**src/rtl/dnslcd_pkg.sv**
```systemverilog
`default_nettype none
// ----------------------------------------------------------------------------
// dnslcd_pkg
// Shared types and constants of the dual-number segment LCD renderer: reading
// and queue entry types, per-stage row records, image type and digit masks.
// ----------------------------------------------------------------------------
package dnslcd_pkg;

  localparam int DRAWN_BYTES = 14;
  localparam int QUEUE_DEPTH = 2;

  typedef logic signed [14:0] reading_t;

  localparam reading_t SAT_MIN = -15'sd999;
  localparam reading_t SAT_MAX = 15'sd9999;

  typedef struct packed {
    reading_t upper;
    reading_t lower;
  } entry_t;

  typedef struct packed {
    logic        neg;
    logic        one;
    logic        div;
    logic [13:0] n1;
    logic [9:0]  q;
  } scale_t;

  typedef struct packed {
    logic       neg;
    logic       one;
    logic       point;
    logic [9:0] m;
    logic [6:0] t1;
    logic [3:0] h;
  } split_t;

  typedef struct packed {
    logic       neg;
    logic       point;
    logic       en0;
    logic       en1;
    logic [3:0] d0;
    logic [3:0] d1;
    logic [3:0] d2;
  } digits_t;

  typedef logic [DRAWN_BYTES-1:0][7:0] image_t;

  // Image byte offsets and masks
  localparam int UNIT_BYTE = 7;
  localparam logic [7:0] UNIT_MASK = 8'h03;
  localparam int UPPER_MINUS_BYTE = 3;
  localparam logic [7:0] UPPER_MINUS_MASK = 8'h24;
  localparam int UPPER_POINT_BYTE = 5;
  localparam logic [7:0] UPPER_POINT_MASK = 8'h02;
  localparam int LOWER_MINUS_BYTE = 8;
  localparam logic [7:0] LOWER_MINUS_MASK = 8'h42;
  localparam int LOWER_POINT_BYTE = 11;
  localparam logic [7:0] LOWER_POINT_MASK = 8'h20;
  localparam int UPPER_BASE = 0;
  localparam int LOWER_BASE = 3;

  localparam int PLACE_ROW [6] = '{2, 4, 5, 7, 9, 11};

  // Three mask bytes per digit, first byte in the top bits; digit 9 first
  localparam logic [9:0][23:0] MASK_P0 = {
    24'h05FFC0, 24'h07FFC0, 24'h008FC0, 24'h07FF80, 24'h05FF80,
    24'h04E7C0, 24'h05BFC0, 24'h07BDC0, 24'h0007C0, 24'h07DFC0};
  localparam logic [9:0][23:0] MASK_P1 = {
    24'h1FFC80, 24'h3FFC80, 24'h00FC80, 24'h3FF880, 24'h1FF880,
    24'h0EF480, 24'h17FC80, 24'h37DC80, 24'h007480, 24'h3DFC80};
  localparam logic [9:0][23:0] MASK_P2 = {
    24'h016FF4, 24'h017FF4, 24'h000CF4, 24'h017F74, 24'h016F74,
    24'h006AF4, 24'h012FF4, 24'h013FD4, 24'h0000F4, 24'h017DF4};
  localparam logic [9:0][23:0] MASK_P3 = {
    24'h005FFC, 24'h007FFC, 24'h0008FC, 24'h007FF8, 24'h005FF8,
    24'h004E7C, 24'h005BFC, 24'h007BDC, 24'h00007C, 24'h007DFC};
  localparam logic [9:0][23:0] MASK_P4 = {
    24'h01FFC8, 24'h03FFC8, 24'h000FC8, 24'h03FF88, 24'h01FF88,
    24'h00EF48, 24'h017FC8, 24'h037DC8, 24'h000748, 24'h03DFC8};
  localparam logic [9:0][23:0] MASK_P5 = {
    24'h16FF40, 24'h17FF40, 24'h00CF40, 24'h17F740, 24'h16F740,
    24'h06AF40, 24'h12FF40, 24'h13FD40, 24'h000F40, 24'h17DF40};

  function automatic logic [23:0] digit_mask(input int place, input logic [3:0] digit);
    logic [23:0] mask;
    case (place)
      0: mask = MASK_P0[digit];
      1: mask = MASK_P1[digit];
      2: mask = MASK_P2[digit];
      3: mask = MASK_P3[digit];
      4: mask = MASK_P4[digit];
      5: mask = MASK_P5[digit];
      default: mask = 24'h000000;
    endcase
    return mask;
  endfunction

endpackage
`default_nettype wire

```
**src/rtl/dual_number_segment_lcd_renderer.sv**
```systemverilog
`default_nettype none
// A changed reading passes the queue, the scale/split/digit registers and the emit register.
// Redraws are limited by the output, which sends one byte per cycle while out_ready is high.
// A reading that leaves the shown pair unchanged is accepted and yields no bytes.
// Input is taken every cycle while the 2-entry redraw queue has room.
// Reset clears the shown pair to zero and empties the queue, pipeline and output.
// ----------------------------------------------------------------------------
// dual_number_segment_lcd_renderer
// Renders outdoor and indoor/CO2 readings into a segment LCD image and streams
// the image bytes whenever the shown indoor/outdoor pair changes.
// ----------------------------------------------------------------------------
module dual_number_segment_lcd_renderer #(
  parameter int IMAGE_BYTES = 14
) (
  input  wire logic               clk,
  input  wire logic               rst,
  input  wire logic               in_valid,
  output logic                    in_ready,
  input  wire logic signed [14:0] outdoor_value,
  input  wire logic signed [14:0] indoor_value,
  input  wire logic signed [14:0] co2_value,
  output logic                    out_valid,
  input  wire logic               out_ready,
  output logic [3:0]              segment_index,
  output logic [7:0]              segment_byte,
  output logic                    last
);

  logic                queue_full;
  logic                push;
  dnslcd_pkg::entry_t  push_data;
  logic                pop;
  dnslcd_pkg::entry_t  head;
  logic                head_valid;
  dnslcd_pkg::image_t  image;
  logic                image_valid;
  logic                image_ready;

  dnslcd_front u_front (
    .clk           (clk),
    .rst           (rst),
    .in_valid      (in_valid),
    .in_ready      (in_ready),
    .outdoor_value (outdoor_value),
    .indoor_value  (indoor_value),
    .co2_value     (co2_value),
    .queue_full    (queue_full),
    .push          (push),
    .push_data     (push_data)
  );

  dnslcd_queue u_queue (
    .clk        (clk),
    .rst        (rst),
    .push       (push),
    .push_data  (push_data),
    .full       (queue_full),
    .pop        (pop),
    .head       (head),
    .head_valid (head_valid)
  );

  dnslcd_render u_render (
    .clk         (clk),
    .rst         (rst),
    .head        (head),
    .head_valid  (head_valid),
    .head_pop    (pop),
    .image       (image),
    .image_valid (image_valid),
    .image_ready (image_ready)
  );

  dnslcd_emit #(
    .IMAGE_BYTES (IMAGE_BYTES)
  ) u_emit (
    .clk           (clk),
    .rst           (rst),
    .image         (image),
    .image_valid   (image_valid),
    .image_ready   (image_ready),
    .out_valid     (out_valid),
    .out_ready     (out_ready),
    .segment_index (segment_index),
    .segment_byte  (segment_byte),
    .last          (last)
  );

`ifndef ASSERT_OFF
  a_last_index: assert property (@(posedge clk) disable iff (rst)
    out_valid && last |-> segment_index == 4'(IMAGE_BYTES - 1))
    else $error("last marks a byte other than the final index");

  a_index_advance: assert property (@(posedge clk) disable iff (rst)
    out_valid && out_ready && !last |=>
      out_valid && segment_index == $past(segment_index) + 4'd1)
    else $error("image byte stream broke before its final byte");

  a_frame_restart: assert property (@(posedge clk) disable iff (rst)
    out_valid && out_ready && last |=> !out_valid || segment_index == 4'd0)
    else $error("new image does not start at index zero");

  a_unit_icons: assert property (@(posedge clk) disable iff (rst)
    out_valid && segment_index == 4'd7 |-> segment_byte[1:0] == 2'b11)
    else $error("unit icons missing from byte 7");
`endif

endmodule
`default_nettype wire

```
**src/rtl/dnslcd_front.sv**
```systemverilog
`default_nettype none
// ----------------------------------------------------------------------------
// dnslcd_front
// Accepts readings, saturates them, compares indoor/outdoor with the shown
// pair and pushes a redraw entry (upper and lower number) into the queue.
// ----------------------------------------------------------------------------
module dnslcd_front (
  input  wire logic                 clk,
  input  wire logic                 rst,
  input  wire logic                 in_valid,
  output logic                      in_ready,
  input  wire logic signed [14:0]   outdoor_value,
  input  wire logic signed [14:0]   indoor_value,
  input  wire logic signed [14:0]   co2_value,
  input  wire logic                 queue_full,
  output logic                      push,
  output dnslcd_pkg::entry_t        push_data
);

  function automatic dnslcd_pkg::reading_t sat(input dnslcd_pkg::reading_t v);
    dnslcd_pkg::reading_t r;
    if (v < dnslcd_pkg::SAT_MIN) begin
      r = dnslcd_pkg::SAT_MIN;
    end else if (v > dnslcd_pkg::SAT_MAX) begin
      r = dnslcd_pkg::SAT_MAX;
    end else begin
      r = v;
    end
    return r;
  endfunction

  dnslcd_pkg::reading_t shown_outdoor;
  dnslcd_pkg::reading_t shown_indoor;
  dnslcd_pkg::reading_t sat_outdoor;
  dnslcd_pkg::reading_t sat_indoor;
  dnslcd_pkg::reading_t sat_co2;
  logic                 accept;
  logic                 changed;

  always_comb begin
    sat_outdoor = sat(outdoor_value);
    sat_indoor  = sat(indoor_value);
    sat_co2     = sat(co2_value);
    in_ready    = !queue_full;
    accept      = in_valid && in_ready;
    changed     = (sat_outdoor != shown_outdoor) || (sat_indoor != shown_indoor);
    push        = accept && changed;
    push_data.upper = sat_outdoor;
    push_data.lower = (sat_co2 != 15'sd0) ? sat_co2 : sat_indoor;
  end

  always_ff @(posedge clk) begin
    if (rst) begin
      shown_outdoor <= '0;
      shown_indoor  <= '0;
    end else if (push) begin
      shown_outdoor <= sat_outdoor;
      shown_indoor  <= sat_indoor;
    end
  end

endmodule
`default_nettype wire

```
**src/rtl/dnslcd_queue.sv**
```systemverilog
`default_nettype none
// ----------------------------------------------------------------------------
// dnslcd_queue
// Short FIFO of redraw entries between the front and the renderer.
// ----------------------------------------------------------------------------
module dnslcd_queue (
  input  wire logic                clk,
  input  wire logic                rst,
  input  wire logic                push,
  input  wire dnslcd_pkg::entry_t  push_data,
  output logic                     full,
  input  wire logic                pop,
  output dnslcd_pkg::entry_t       head,
  output logic                     head_valid
);

  localparam int PW = $clog2(dnslcd_pkg::QUEUE_DEPTH);

  dnslcd_pkg::entry_t entries [dnslcd_pkg::QUEUE_DEPTH];
  logic [PW-1:0]      wr_ptr;
  logic [PW-1:0]      rd_ptr;
  logic [PW:0]        count;

  function automatic logic [PW-1:0] bump(input logic [PW-1:0] p);
    logic [PW-1:0] r;
    if (p == PW'(dnslcd_pkg::QUEUE_DEPTH - 1)) begin
      r = '0;
    end else begin
      r = p + PW'(1);
    end
    return r;
  endfunction

  assign full       = (count == (PW+1)'(dnslcd_pkg::QUEUE_DEPTH));
  assign head_valid = (count != '0);
  assign head       = entries[rd_ptr];

  always_ff @(posedge clk) begin
    if (push) begin
      entries[wr_ptr] <= push_data;
    end
  end

  always_ff @(posedge clk) begin
    if (rst) begin
      wr_ptr <= '0;
      rd_ptr <= '0;
      count  <= '0;
    end else begin
      if (push) begin
        wr_ptr <= bump(wr_ptr);
      end
      if (pop) begin
        rd_ptr <= bump(rd_ptr);
      end
      if (push && !pop) begin
        count <= count + (PW+1)'(1);
      end else if (pop && !push) begin
        count <= count - (PW+1)'(1);
      end
    end
  end

endmodule
`default_nettype wire

```
**src/rtl/dnslcd_render.sv**
```systemverilog
`default_nettype none
// ----------------------------------------------------------------------------
// dnslcd_render
// Three-stage pipeline that turns an upper and a lower number into a segment
// image: scale down by ten when too wide, split into digits, then draw the masks.
// ----------------------------------------------------------------------------
module dnslcd_render (
  input  wire logic                clk,
  input  wire logic                rst,
  input  wire dnslcd_pkg::entry_t  head,
  input  wire logic                head_valid,
  output logic                     head_pop,
  output dnslcd_pkg::image_t       image,
  output logic                     image_valid,
  input  wire logic                image_ready
);

  function automatic dnslcd_pkg::scale_t scale_row(input dnslcd_pkg::reading_t v);
    dnslcd_pkg::scale_t s;
    logic [13:0]        n;
    logic [26:0]        prod;
    s.neg  = v[14];
    n      = s.neg ? 14'(-v) : 14'(v);
    s.one  = s.neg && (n >= 14'd100) && (n <= 14'd199);
    s.n1   = s.one ? (n - 14'd100) : n;
    s.div  = s.neg ? (s.n1 > 14'd99) : (s.n1 > 14'd999);
    prod   = 27'(s.n1) * 27'd6554;
    s.q    = prod[25:16];
    return s;
  endfunction

  function automatic dnslcd_pkg::split_t split_row(input dnslcd_pkg::scale_t s);
    dnslcd_pkg::split_t p;
    logic [17:0]        p_tens;
    logic [15:0]        p_hund;
    p.neg   = s.neg;
    p.one   = s.one;
    p.point = !s.div;
    p.m     = s.div ? s.q : s.n1[9:0];
    p_tens  = 18'(p.m) * 18'd205;
    p_hund  = 16'(p.m) * 16'd41;
    p.t1    = p_tens[17:11];
    p.h     = p_hund[15:12];
    return p;
  endfunction

  function automatic dnslcd_pkg::digits_t digits_row(input dnslcd_pkg::split_t p);
    dnslcd_pkg::digits_t d;
    logic [9:0]          units;
    logic [6:0]          tens;
    units   = p.m - ((10'(p.t1) << 3) + (10'(p.t1) << 1));
    tens    = p.t1 - ((7'(p.h) << 3) + (7'(p.h) << 1));
    d.neg   = p.neg;
    d.point = p.point;
    d.en0   = p.neg ? p.one : (p.m > 10'd99);
    d.d0    = p.neg ? 4'd1 : p.h;
    d.en1   = (p.m > 10'd9) || p.point;
    d.d1    = tens[3:0];
    d.d2    = units[3:0];
    return d;
  endfunction

  function automatic dnslcd_pkg::image_t put_digit(input dnslcd_pkg::image_t img,
                                                    input int place,
                                                    input logic [3:0] digit);
    dnslcd_pkg::image_t r;
    logic [23:0]        mask;
    int                 row;
    r    = img;
    mask = dnslcd_pkg::digit_mask(place, digit);
    row  = dnslcd_pkg::PLACE_ROW[place];
    r[row]     = r[row] | mask[23:16];
    r[row + 1] = r[row + 1] | mask[15:8];
    r[row + 2] = r[row + 2] | mask[7:0];
    return r;
  endfunction

  function automatic dnslcd_pkg::image_t draw_row(input dnslcd_pkg::image_t img,
                                                   input dnslcd_pkg::digits_t d,
                                                   input int base,
                                                   input int mi,
                                                   input logic [7:0] mm,
                                                   input int pi,
                                                   input logic [7:0] pm);
    dnslcd_pkg::image_t r;
    r = img;
    if (d.neg) begin
      r[mi] = r[mi] | mm;
    end
    if (d.point) begin
      r[pi] = r[pi] | pm;
    end
    if (d.en0) begin
      r = put_digit(r, base, d.d0);
    end
    if (d.en1) begin
      r = put_digit(r, base + 1, d.d1);
    end
    r = put_digit(r, base + 2, d.d2);
    return r;
  endfunction

  logic                v1, v2, v3;
  logic                ready1, ready2, ready3;
  dnslcd_pkg::scale_t  s1_upper, s1_lower;
  dnslcd_pkg::split_t  s2_upper, s2_lower;
  dnslcd_pkg::digits_t s3_upper, s3_lower;
  dnslcd_pkg::image_t  base_image;

  always_comb begin
    ready3   = !v3 || image_ready;
    ready2   = !v2 || ready3;
    ready1   = !v1 || ready2;
    head_pop = head_valid && ready1;
  end

  always_ff @(posedge clk) begin
    if (rst) begin
      v1 <= 1'b0;
      v2 <= 1'b0;
      v3 <= 1'b0;
    end else begin
      if (ready1) begin
        v1 <= head_valid;
      end
      if (ready2) begin
        v2 <= v1;
      end
      if (ready3) begin
        v3 <= v2;
      end
    end
  end

  always_ff @(posedge clk) begin
    if (head_pop) begin
      s1_upper <= scale_row(head.upper);
      s1_lower <= scale_row(head.lower);
    end
    if (ready2 && v1) begin
      s2_upper <= split_row(s1_upper);
      s2_lower <= split_row(s1_lower);
    end
    if (ready3 && v2) begin
      s3_upper <= digits_row(s2_upper);
      s3_lower <= digits_row(s2_lower);
    end
  end

  always_comb begin
    base_image = '0;
    base_image[dnslcd_pkg::UNIT_BYTE] = dnslcd_pkg::UNIT_MASK;
    image = draw_row(base_image, s3_upper, dnslcd_pkg::UPPER_BASE,
                     dnslcd_pkg::UPPER_MINUS_BYTE, dnslcd_pkg::UPPER_MINUS_MASK,
                     dnslcd_pkg::UPPER_POINT_BYTE, dnslcd_pkg::UPPER_POINT_MASK);
    image = draw_row(image, s3_lower, dnslcd_pkg::LOWER_BASE,
                     dnslcd_pkg::LOWER_MINUS_BYTE, dnslcd_pkg::LOWER_MINUS_MASK,
                     dnslcd_pkg::LOWER_POINT_BYTE, dnslcd_pkg::LOWER_POINT_MASK);
    image_valid = v3;
  end

endmodule
`default_nettype wire

```
**src/rtl/dnslcd_emit.sv**
```systemverilog
`default_nettype none
// ----------------------------------------------------------------------------
// dnslcd_emit
// Holds one rendered image and sends its bytes in index order, one byte per
// cycle while out_ready is high, marking the final byte.
// ----------------------------------------------------------------------------
module dnslcd_emit #(
  parameter int IMAGE_BYTES = 14
) (
  input  wire logic                clk,
  input  wire logic                rst,
  input  wire dnslcd_pkg::image_t  image,
  input  wire logic                image_valid,
  output logic                     image_ready,
  output logic                     out_valid,
  input  wire logic                out_ready,
  output logic [3:0]               segment_index,
  output logic [7:0]               segment_byte,
  output logic                     last
);

  localparam int CW = $clog2(IMAGE_BYTES);

  logic [IMAGE_BYTES-1:0][7:0] fill;
  logic [IMAGE_BYTES-1:0][7:0] shift_bytes;
  logic [CW-1:0]               idx;
  logic                        load;
  logic                        send;

  for (genvar g = 0; g < IMAGE_BYTES; g++) begin : g_fill
    if (g < dnslcd_pkg::DRAWN_BYTES) begin : g_drawn
      assign fill[g] = image[g];
    end else begin : g_blank
      assign fill[g] = 8'h00;
    end
  end

  always_comb begin
    last          = (idx == CW'(IMAGE_BYTES - 1));
    send          = out_valid && out_ready;
    image_ready   = !out_valid || (out_ready && last);
    load          = image_valid && image_ready;
    segment_index = 4'(idx);
    segment_byte  = shift_bytes[0];
  end

  always_ff @(posedge clk) begin
    if (rst) begin
      out_valid <= 1'b0;
      idx       <= '0;
    end else if (load) begin
      out_valid <= 1'b1;
      idx       <= '0;
    end else if (send) begin
      if (last) begin
        out_valid <= 1'b0;
      end else begin
        idx <= idx + CW'(1);
      end
    end
  end

  always_ff @(posedge clk) begin
    if (load) begin
      shift_bytes <= fill;
    end else if (send) begin
      shift_bytes <= shift_bytes >> 8;
    end
  end

endmodule
`default_nettype wire
```
**config.mk**
```make
export PLATFORM = sky130hd
export DESIGN_NAME = dual_number_segment_lcd_renderer
export DESIGN_NICKNAME = d
export VERILOG_FILES = /design/src/rtl/dnslcd_pkg.sv /design/src/rtl/dual_number_segment_lcd_renderer.sv /design/src/rtl/dnslcd_front.sv /design/src/rtl/dnslcd_queue.sv /design/src/rtl/dnslcd_render.sv /design/src/rtl/dnslcd_emit.sv
export SDC_FILE = /design/constraint.sdc
export NUM_CORES = 1
export LEC_CHECK = 0
export BUFFER_PORTS_ARGS = -buffer_cell sky130_fd_sc_hd__buf_4
export CAP_MARGIN = 30
export CORE_MARGIN = 2
export CORE_UTILIZATION = 64
export CTS_CLUSTER_SIZE = 20
export DETAILED_ROUTE_END_ITERATION = 6
export MAX_ROUTING_LAYER = met4
export PLACE_DENSITY_LB_ADDON = 0.2
export REMOVE_ABC_BUFFERS = 1
export SETUP_SLACK_MARGIN = 0.5
export SYNTH_ARGS = -nofsm -noshare
export SYNTH_HDL_FRONTEND = slang
export SYNTH_SLANG_ARGS = --single-unit
```
**constraint.sdc**
```tcl
create_clock -name clk -period 10.48 [get_ports clk]
set_input_delay 2.096 -clock clk [delete_from_list [all_inputs] [get_ports clk]]
set_output_delay 2.096 -clock clk [all_outputs]
set_load 0.01 [all_outputs]
```
==> results of run 1 <==
-- path summary, 6_finish.rpt --
path                      endpoint  slack, ns
max           u_render.s1_upper[9]       1.24
min          u_render.s2_upper[23]       0.41
max reg2reg   u_render.s1_upper[9]       1.24
min reg2reg  u_render.s2_upper[23]       0.41
-- routing by layer --
layer  global-route usage, %  wire, µm
met1                    33.5     24800
met2                    43.6     26900
met3                    3.71      2480
met4                    7.07      1080
met5                       -         0
-- cell type report --
type	instances	area, µm²
Multi-Input combinational cell	1755	15500
Inverter	400	1500
Tap cell	585	732
Clock inverter	25	329
Timing Repair Buffer	81	628
Sequential cell	381	10500
Clock buffer	51	1100
Fill cell	3150	12700
-- Yosys cell counts (all sizes together), types with 10 or more instances --
library cell,instances
a21oi,64
and3,10
xor2,39
a21o,16
nor4,17
mux2,44
nor2,105
mux2i,66
ha,401
xnor2,89
o21ai,78
o22ai,10
a211oi,10
nand4,20
nand2b,42
nand3,58
nor3,38
fa,136
buf,20
edfxtp,284
inv,400
and2,35
dfxtp,97
nor2b,73
nor3b,13
or3,10
nand2,225
clkbuf,41
or2,19
-- sequential cells by signal, summed over array words and instances (netlist names), 2 cells and up, named ones only --
signal,count
u_render.s2_upper,21
u_emit.segment_byte,8
u_queue.count,2
u_queue.entries,60
u_render.s1_lower,23
u_front.shown_indoor,15
u_render.s1_upper,23
u_emit.shift_bytes,96
u_front.shown_outdoor,15
u_emit.image,8
u_emit.segment_index,4
u_render.s3_lower,16
u_render.s3_upper,16
u_render.s2_lower,21
image,10
-- cell families after synthesis --
family / share of synthesized area, %
multiplexers: 4.16
buffers and inverters: 6.53
XOR/XNOR: 4.06
flip-flops: 37.7
AO/OA/AOI/OAI: 7.24
AND/OR/NAND/NOR: 12.5
adder cells (fa/ha/maj): 27.8
-- metrics by stage --
stage	worst slack, ns	instances	cell area (µm²)	hold slack, ns	util, %
2_1_floorplan	1.19	2536	27500	0.400	-
3_3_place_gp	1.58	3201	28800	0.406	67.1
3_5_place_dp	1.27	3202	28900	0.415	67.2
4_1_cts	1.24	3278	30300	0.412	70.5
5_1_grt	0.576	3278	30300	0.438	70.5
6_report	1.24	3278	30300	0.412	70.5
-- critical path, delay by kind of cell, from the launching register on --
kind                     cells  cell delay [ns]
multiplexers                 1             0.22
adder cells (fa/ha/maj)      7             3.00
buffers and inverters        6             0.90
flip-flops                   1             0.68
XOR/XNOR                     1             0.56
AO/OA/AOI/OAI               11             2.60
AND/OR/NAND/NOR              5             0.99
==> impl_metrics.toml, run 1 <==
[timing]
setup_tns_ns = 0
relSlewSlack_pct = 37.8
fin_worst_skew_ns = 0.0347
tightest_slew_ns = 0.928
setup_viol = 0
period_minus_slack_ns = 9.24
fmax_ghz = 0.108
grt_setup_unrepaired = "no"
hold_viol = 0
timing.final.crit_share_pct = 88.2
drv_slew = 0

[grt]
grt.total_usage_pct = 26.1
antenna_found_initial = 0
grt_pass1_wl_um = 91800
grt-ovfl-total = 0
grt_max_degree = 91
grt_pass1_vias = 18862

[synthesis]
netlist_top_cells_area = "edfxtp_1, ha_1, fa_1, dfxtp_1, inv_1"
dominantRegCellSynth = "edfxtp_1"
syn_area_um2 = 27800
syn_avg_cell_area_um2 = 10.7
synth_top_area_share_pct = 30.7
synth_edf_count = 284
synth_cell_type_count = 93
ys_ff_latch = 381
yosysWarnings = 0
synth_cells = 2597
yosysTopAreaCell = "edfxtp_1"
async_flop_share_pct = 0
synth_seq_area_share_pct = 37.7

[detailed_routing]
drc_errors = 0
via_per_inst = 5.60
wire_per_inst_um = 16.9
vias = 18353
wl_um = 55200
final_antenna_net_count = 0
first_iter_violations = 1019
firstDrtPassIters = 5

[setup_path]
start_kind = "flip-flop"
cp.arrival_ns = 9.54
slowest_stage = "dfxtp_2"
slowest_delay_ns = 0.68
criticalPathCategory = "reg2reg"
reg2reg_depth = 31
worst_ep_required_time_ns = 10.78
cp_max_fo = 24
critPathCaptureType = "flip-flop"

[clock_tree]
post_cts_buffers = 0
cts_buffers = 41
numClockSinks = 381
clk_path_buf_depth = 3
holdBufCountCts = 0
clock_latency_ns = 0.58
clk_pin_slew_worst_paths_ns = 0.06
cts_tree = "done"
post_cts_resized = 0
root_buffer = "clkbuf_16"
cts-htree-levels = 2

[floorplanning]
core_um2 = 43000
dieArea_um2 = 45100
chipWidth_um = 212
core.rowCount = 76
start_util_pct = 64.7
dieHeight_um = 212
pin_count = 64

[place]
gp_congestion = 0.924
portBuffers = 63
hpwlAfterDp_um = 42800

[finish]
final_cell_mix = "ha_1, inv_1, edfxtp_1, nand2_1, fa_1"
num_antenna_cells = 0
final_common_cell = "ha_1"
nets = 3246
drive_above_1_share_pct = 9.02
area_growth_pct = 9.03

[worst_hold_path]
hold_start = "u_render.s1_upper[26]"
min_path_type = "reg2reg"
holdPathStages = 0

[flow_run]
cap_viol_max_count = 0

[status]
outcome = "finished clean"
Power of run 1 is left out: the tool's default activity adds up to more than one toggle a clock period on the data nets, which glitch-free logic cannot reach.
==> inputs of run 2 (changes only) <==
--- a/config.mk
+++ b/config.mk
@@ -5,16 +5,18 @@
 export SDC_FILE = /design/constraint.sdc
 export NUM_CORES = 1
 export LEC_CHECK = 0
-export BUFFER_PORTS_ARGS = -buffer_cell sky130_fd_sc_hd__buf_4
 export CAP_MARGIN = 30
 export CORE_MARGIN = 2
-export CORE_UTILIZATION = 64
+export CORE_UTILIZATION = 66
 export CTS_CLUSTER_SIZE = 20
 export DETAILED_ROUTE_END_ITERATION = 6
+export DONT_BUFFER_PORTS = 1
 export MAX_ROUTING_LAYER = met4
 export PLACE_DENSITY_LB_ADDON = 0.2
 export REMOVE_ABC_BUFFERS = 1
 export SETUP_SLACK_MARGIN = 0.5
 export SYNTH_ARGS = -nofsm -noshare
 export SYNTH_HDL_FRONTEND = slang
+export SYNTH_HIERARCHICAL = 1
 export SYNTH_SLANG_ARGS = --single-unit
+export TNS_END_PERCENT = 50
==> impl_metrics.toml, run 2 <==
[synthesis]
dominantRegCellSynth = "edfxtp_1"
synth_top_area_share_pct = 30.0
synth_cell_type_count = 96
synth_cells = 2653
yosysTopAreaCell = "edfxtp_1"
yosysWarnings = 6
ys_ff_latch = 389
syn_area_um2 = 29200
synth_most_common_cell = "inv_1"
async_flop_share_pct = 0
netlist_top_cells_area = "edfxtp_1, ha_1, fa_1, dfxtp_1, inv_1"
yosys-top-cells-count = "inv_1, ha_1, edfxtp_1"
synth_seq_area_share_pct = 36.6
syn_avg_cell_area_um2 = 11.0
synth_edf_count = 292

[finish]
top_register = "u_emit/shift_bytes"
final_cell_count_no_fill = 3253
final_area_um2 = 30900
largest_reg_flops = 104
nets = 3214
num_antenna_cells = 0
final_cell_mix = "inv_1, ha_1, edfxtp_1, mux2_2, fa_1"
area_growth_pct = 5.60
final_common_cell = "inv_1"
seq_area_um2 = 10700
reg_top3 = "u_emit/shift_bytes: 104 flops, u_queue/entries: 60 flops"
multi_input_area_um2 = 16400
drive_above_1_share_pct = 9.92
nFillCells = 3200

[place]
placedCellCount = 3176
portBuffers = 0
hpwlAfterDp_um = 43600
placed_cell_area_um2 = 29500
gp_congestion = 0.946

[grt]
grt_pass1_vias = 19582
antenna_found_initial = 0
grt_pass1_wl_um = 94900
grt_max_degree = 72
grt-ovfl-total = 0
grt.total_usage_pct = 25.9

[timing]
fin_worst_skew_ns = 0.0200
relSlewSlack_pct = 42.7
timing.final.crit_share_pct = 89.2
tightest_slew_ns = 0.857
fmax_ghz = 0.107
grt_setup_unrepaired = "no"
period_minus_slack_ns = 9.35
drv_slew = 0
setup_tns_ns = 0
setup_viol = 0
hold_viol = 0
fin_hold_ws_ns = 0.420

[clock_tree]
root_buffer = "clkbuf_16"
cts-htree-levels = 2
clock_latency_ns = 0.57
post_cts_resized = 0
holdBufCountCts = 0
numClockSinks = 389
cts_tree = "done"
clk_path_buf_depth = 3
post_cts_buffers = 0
clk_pin_slew_worst_paths_ns = 0.06
cts_buffers = 42

[setup_path]
crit_top_cell = "inv_1"
critPathCaptureType = "flip-flop"
cp.arrival_ns = 9.66
cp_max_fo = 16
criticalPathCategory = "reg2reg"
start_kind = "flip-flop"
slowest_stage = "dfxtp_1"
slowest_delay_ns = 0.80
worst_ep_required_time_ns = 10.79

[detailed_routing]
via_per_inst = 5.80
vias = 18879
firstDrtPassIters = 5
first_iter_violations = 1321
drc_errors = 0
wl_um = 56800
final_antenna_net_count = 0
wire_per_inst_um = 17.5

[status]
outcome = "finished clean"

[floorplanning]
core_um2 = 43900
dieHeight_um = 215
dieArea_um2 = 46000
core.rowCount = 77
pin_count = 64
start_util_pct = 66.6
chipWidth_um = 215

[worst_hold_path]
hold_start = "u_render/s1_upper[25]"
min_path_type = "reg2reg"

[flow_run]
cap_viol_max_count = 0
-- run 2: cell types whose count changed in the layout (fill, tap and decap cells not counted), sizes merged, moves of 15 or more --
cell / previous run / this run
nand2: 225 / 122
and2: 35 / 70
buf: 81 / 13
a211oi: 10 / 25
nand2b: 42 / 16
mux2i: 66 / 31
nor2b: 73 / 40
mux2: 44 / 166
conb: 0 / 38
inv: 399 / 417
-- run 2: per-layer routing --
metal / vias up / share of wire (%) / global-route usage (%)
met3: 111 / 4.7 / 3.02
met1: 9218 / 44 / 32.8
met2: 477 / 49 / 43.5
met4: 0 / 2.7 / 8.38
met5: - / 0 / -
li1: 9073 / - / -
-- run 2: area by class of cell --
type                       count  area share [%]
tap                          592            2.40
inverter                     415            5.05
timing repair buffer          14           0.409
sequential                   389            34.7
clock buffer                  63            4.06
multi-input combinational   1766            53.0
clock inverter                14           0.377
-- run 2: worst paths after layout --
check	end	slack [ns]	cells after the start
hold / removal	u_render/s2_upper[22]	0.42	0
setup / recovery	u_render/s1_upper[9]	1.13	28
hold reg to reg	u_render/s2_upper[22]	0.42	0
setup reg to reg	u_render/s1_upper[9]	1.13	28
-- run 2: through the flow --
stage                     util (%)  setup slack [ns]
after global routing          70.3             0.587
after CTS                     70.3              1.21
after floorplan                  -              1.50
after global placement        67.1              1.45
final                         70.3              1.13
after detailed placement      67.2              1.26
-- run 2: critical path: cells and delay by family (launching register included) --
family / cells / cell delay, ns
AO/OA/AOI/OAI: 7 / 1.81
multiplexers: 1 / 0.48
adder cells (fa/ha/maj): 7 / 2.97
AND/OR/NAND/NOR: 6 / 1.58
XOR/XNOR: 1 / 0.67
flip-flops: 1 / 0.80
buffers and inverters: 6 / 0.76
-- run 2: logic make-up after synthesis --
family / after synthesis / share of synthesized area [%]
AOI/OAI and AO/OA: 335 / 7.98
xor gates and xnor gates: 112 / 3.47
adders and majority gates: 537 / 26.5
buffers and inverters: 534 / 7.98
DFF: 389 / 36.6
muxes: 197 / 7.47
other: 2 / 0.0257
and+or+nand+nor: 547 / 9.97
Power of run 2 is left out for the same reason.
==> inputs of run 3 (changes only) <==
--- a/config.mk
+++ b/config.mk
@@ -17,6 +17,5 @@
 export SETUP_SLACK_MARGIN = 0.5
 export SYNTH_ARGS = -nofsm -noshare
 export SYNTH_HDL_FRONTEND = slang
-export SYNTH_HIERARCHICAL = 1
 export SYNTH_SLANG_ARGS = --single-unit
 export TNS_END_PERCENT = 50
==> impl_metrics.toml, run 3 (synthesized netlist as in run 1, its figures left out) <==
[detailed_routing]
first_iter_violations = 1093
wl_um = 53200
final_antenna_net_count = 0
via_per_inst = 5.70
vias = 18056
firstDrtPassIters = 5
drc_errors = 0
wire_per_inst_um = 16.8

[floorplanning]
start_util_pct = 66.6
core_um2 = 41800
dieArea_um2 = 43800
core.rowCount = 75
dieHeight_um = 209
chipWidth_um = 209
pin_count = 64

[clock_tree]
cts_buffers = 41
post_cts_resized = 0
clk_path_buf_depth = 3
clk_pin_slew_worst_paths_ns = 0.06
clock_latency_ns = 0.58
root_buffer = "clkbuf_16"
post_cts_buffers = 0
numClockSinks = 381
holdBufCountCts = 0
cts-htree-levels = 2
cts_tree = "done"

[place]
gp_congestion = 0.932
hpwlAfterDp_um = 40700
portBuffers = 0
dp_slack_ns = 1.19
placedCellCount = 3091

[timing]
fmax_ghz = 0.108
fin_worst_skew_ns = 0.0296
fin_hold_ws_ns = 0.422
timing.final.crit_share_pct = 88.4
period_minus_slack_ns = 9.26
setup_tns_ns = 0
tightest_slew_ns = 0.935
setup_slack_ns = 1.22
relSlewSlack_pct = 37.3
drv_slew = 0
hold_viol = 0
setup_viol = 0
grt_setup_unrepaired = "yes"

[finish]
nets = 3181
top_register = "u_emit.shift_bytes"
largest_reg_flops = 96
drive_above_1_share_pct = 6.66
final_common_cell = "ha_1"
area_growth_pct = 6.64
reg_top3 = "u_emit.shift_bytes: 96 flops, u_queue.entries: 60 flops"
nFillCells = 2955
final_cell_count_no_fill = 3167
final_cell_mix = "ha_1, inv_1, edfxtp_1, nand2_1, fa_1"
num_antenna_cells = 0

[setup_path]
worst_ep_required_time_ns = 10.80
cp.arrival_ns = 9.58
critPathCaptureType = "flip-flop"
critPathBufInv = 5
slowest_stage = "dfxtp_2"
cp_max_fo = 39
crit_family = "adder cells"
start_kind = "flip-flop"
slowest_delay_ns = 0.67
criticalPathCategory = "reg2reg"

[grt]
grt_pass1_vias = 18792
grt_pass1_wl_um = 89300
antenna_found_initial = 0
grt-ovfl-total = 0
grt.total_usage_pct = 25.8
grt_max_degree = 78

[status]
outcome = "finished clean"

[flow_run]
cap_viol_max_count = 0

[worst_hold_path]
min_path_type = "reg2reg"
## run 3: path summary, 6_finish.rpt
check | cells past startpoint | endpoint | start | slack (ns)
worst max-delay path | 29 | u_render.s1_lower[9] | flip-flop | 1.22
worst min-delay path | 0 | u_render.s2_upper[22] | u_render.s1_upper[25] | 0.42
worst max register to register | 29 | u_render.s1_lower[9] | flip-flop | 1.22
worst min register to register | 0 | u_render.s2_upper[22] | u_render.s1_upper[25] | 0.42
## run 3: per-stage QoR
| stage | utilization [%] | area, µm² |
|---|---|---|
| floorplan | - | 27500 |
| global placement | 67.8 | 28300 |
| detailed placement | 67.8 | 28300 |
| CTS | 71.0 | 29600 |
| global route | 71.0 | 29600 |
| finish | 71.0 | 29600 |
## run 3: cell type report
cell class,count,area [µm²],area share (%)
clock buffers,54,1090,3.69
clock inverters,22,228,0.768
inverters,400,1500,5.07
multi-input cells,1755,15500,52.5
flip-flops and latches,381,10500,35.3
well taps,539,674,2.28
repair buffers,16,120,0.405
## run 3: layer usage
layer | GRT usage, % | vias to the layer above | wire, µm
met5 | - | - | 0
met4 | 6.92 | 0 | 1160
met3 | 3.67 | 85 | 2410
met2 | 42.7 | 357 | 25600
met1 | 33.6 | 8752 | 24000
li1 | - | 8862 | -
Power of run 3 is left out for the same reason.
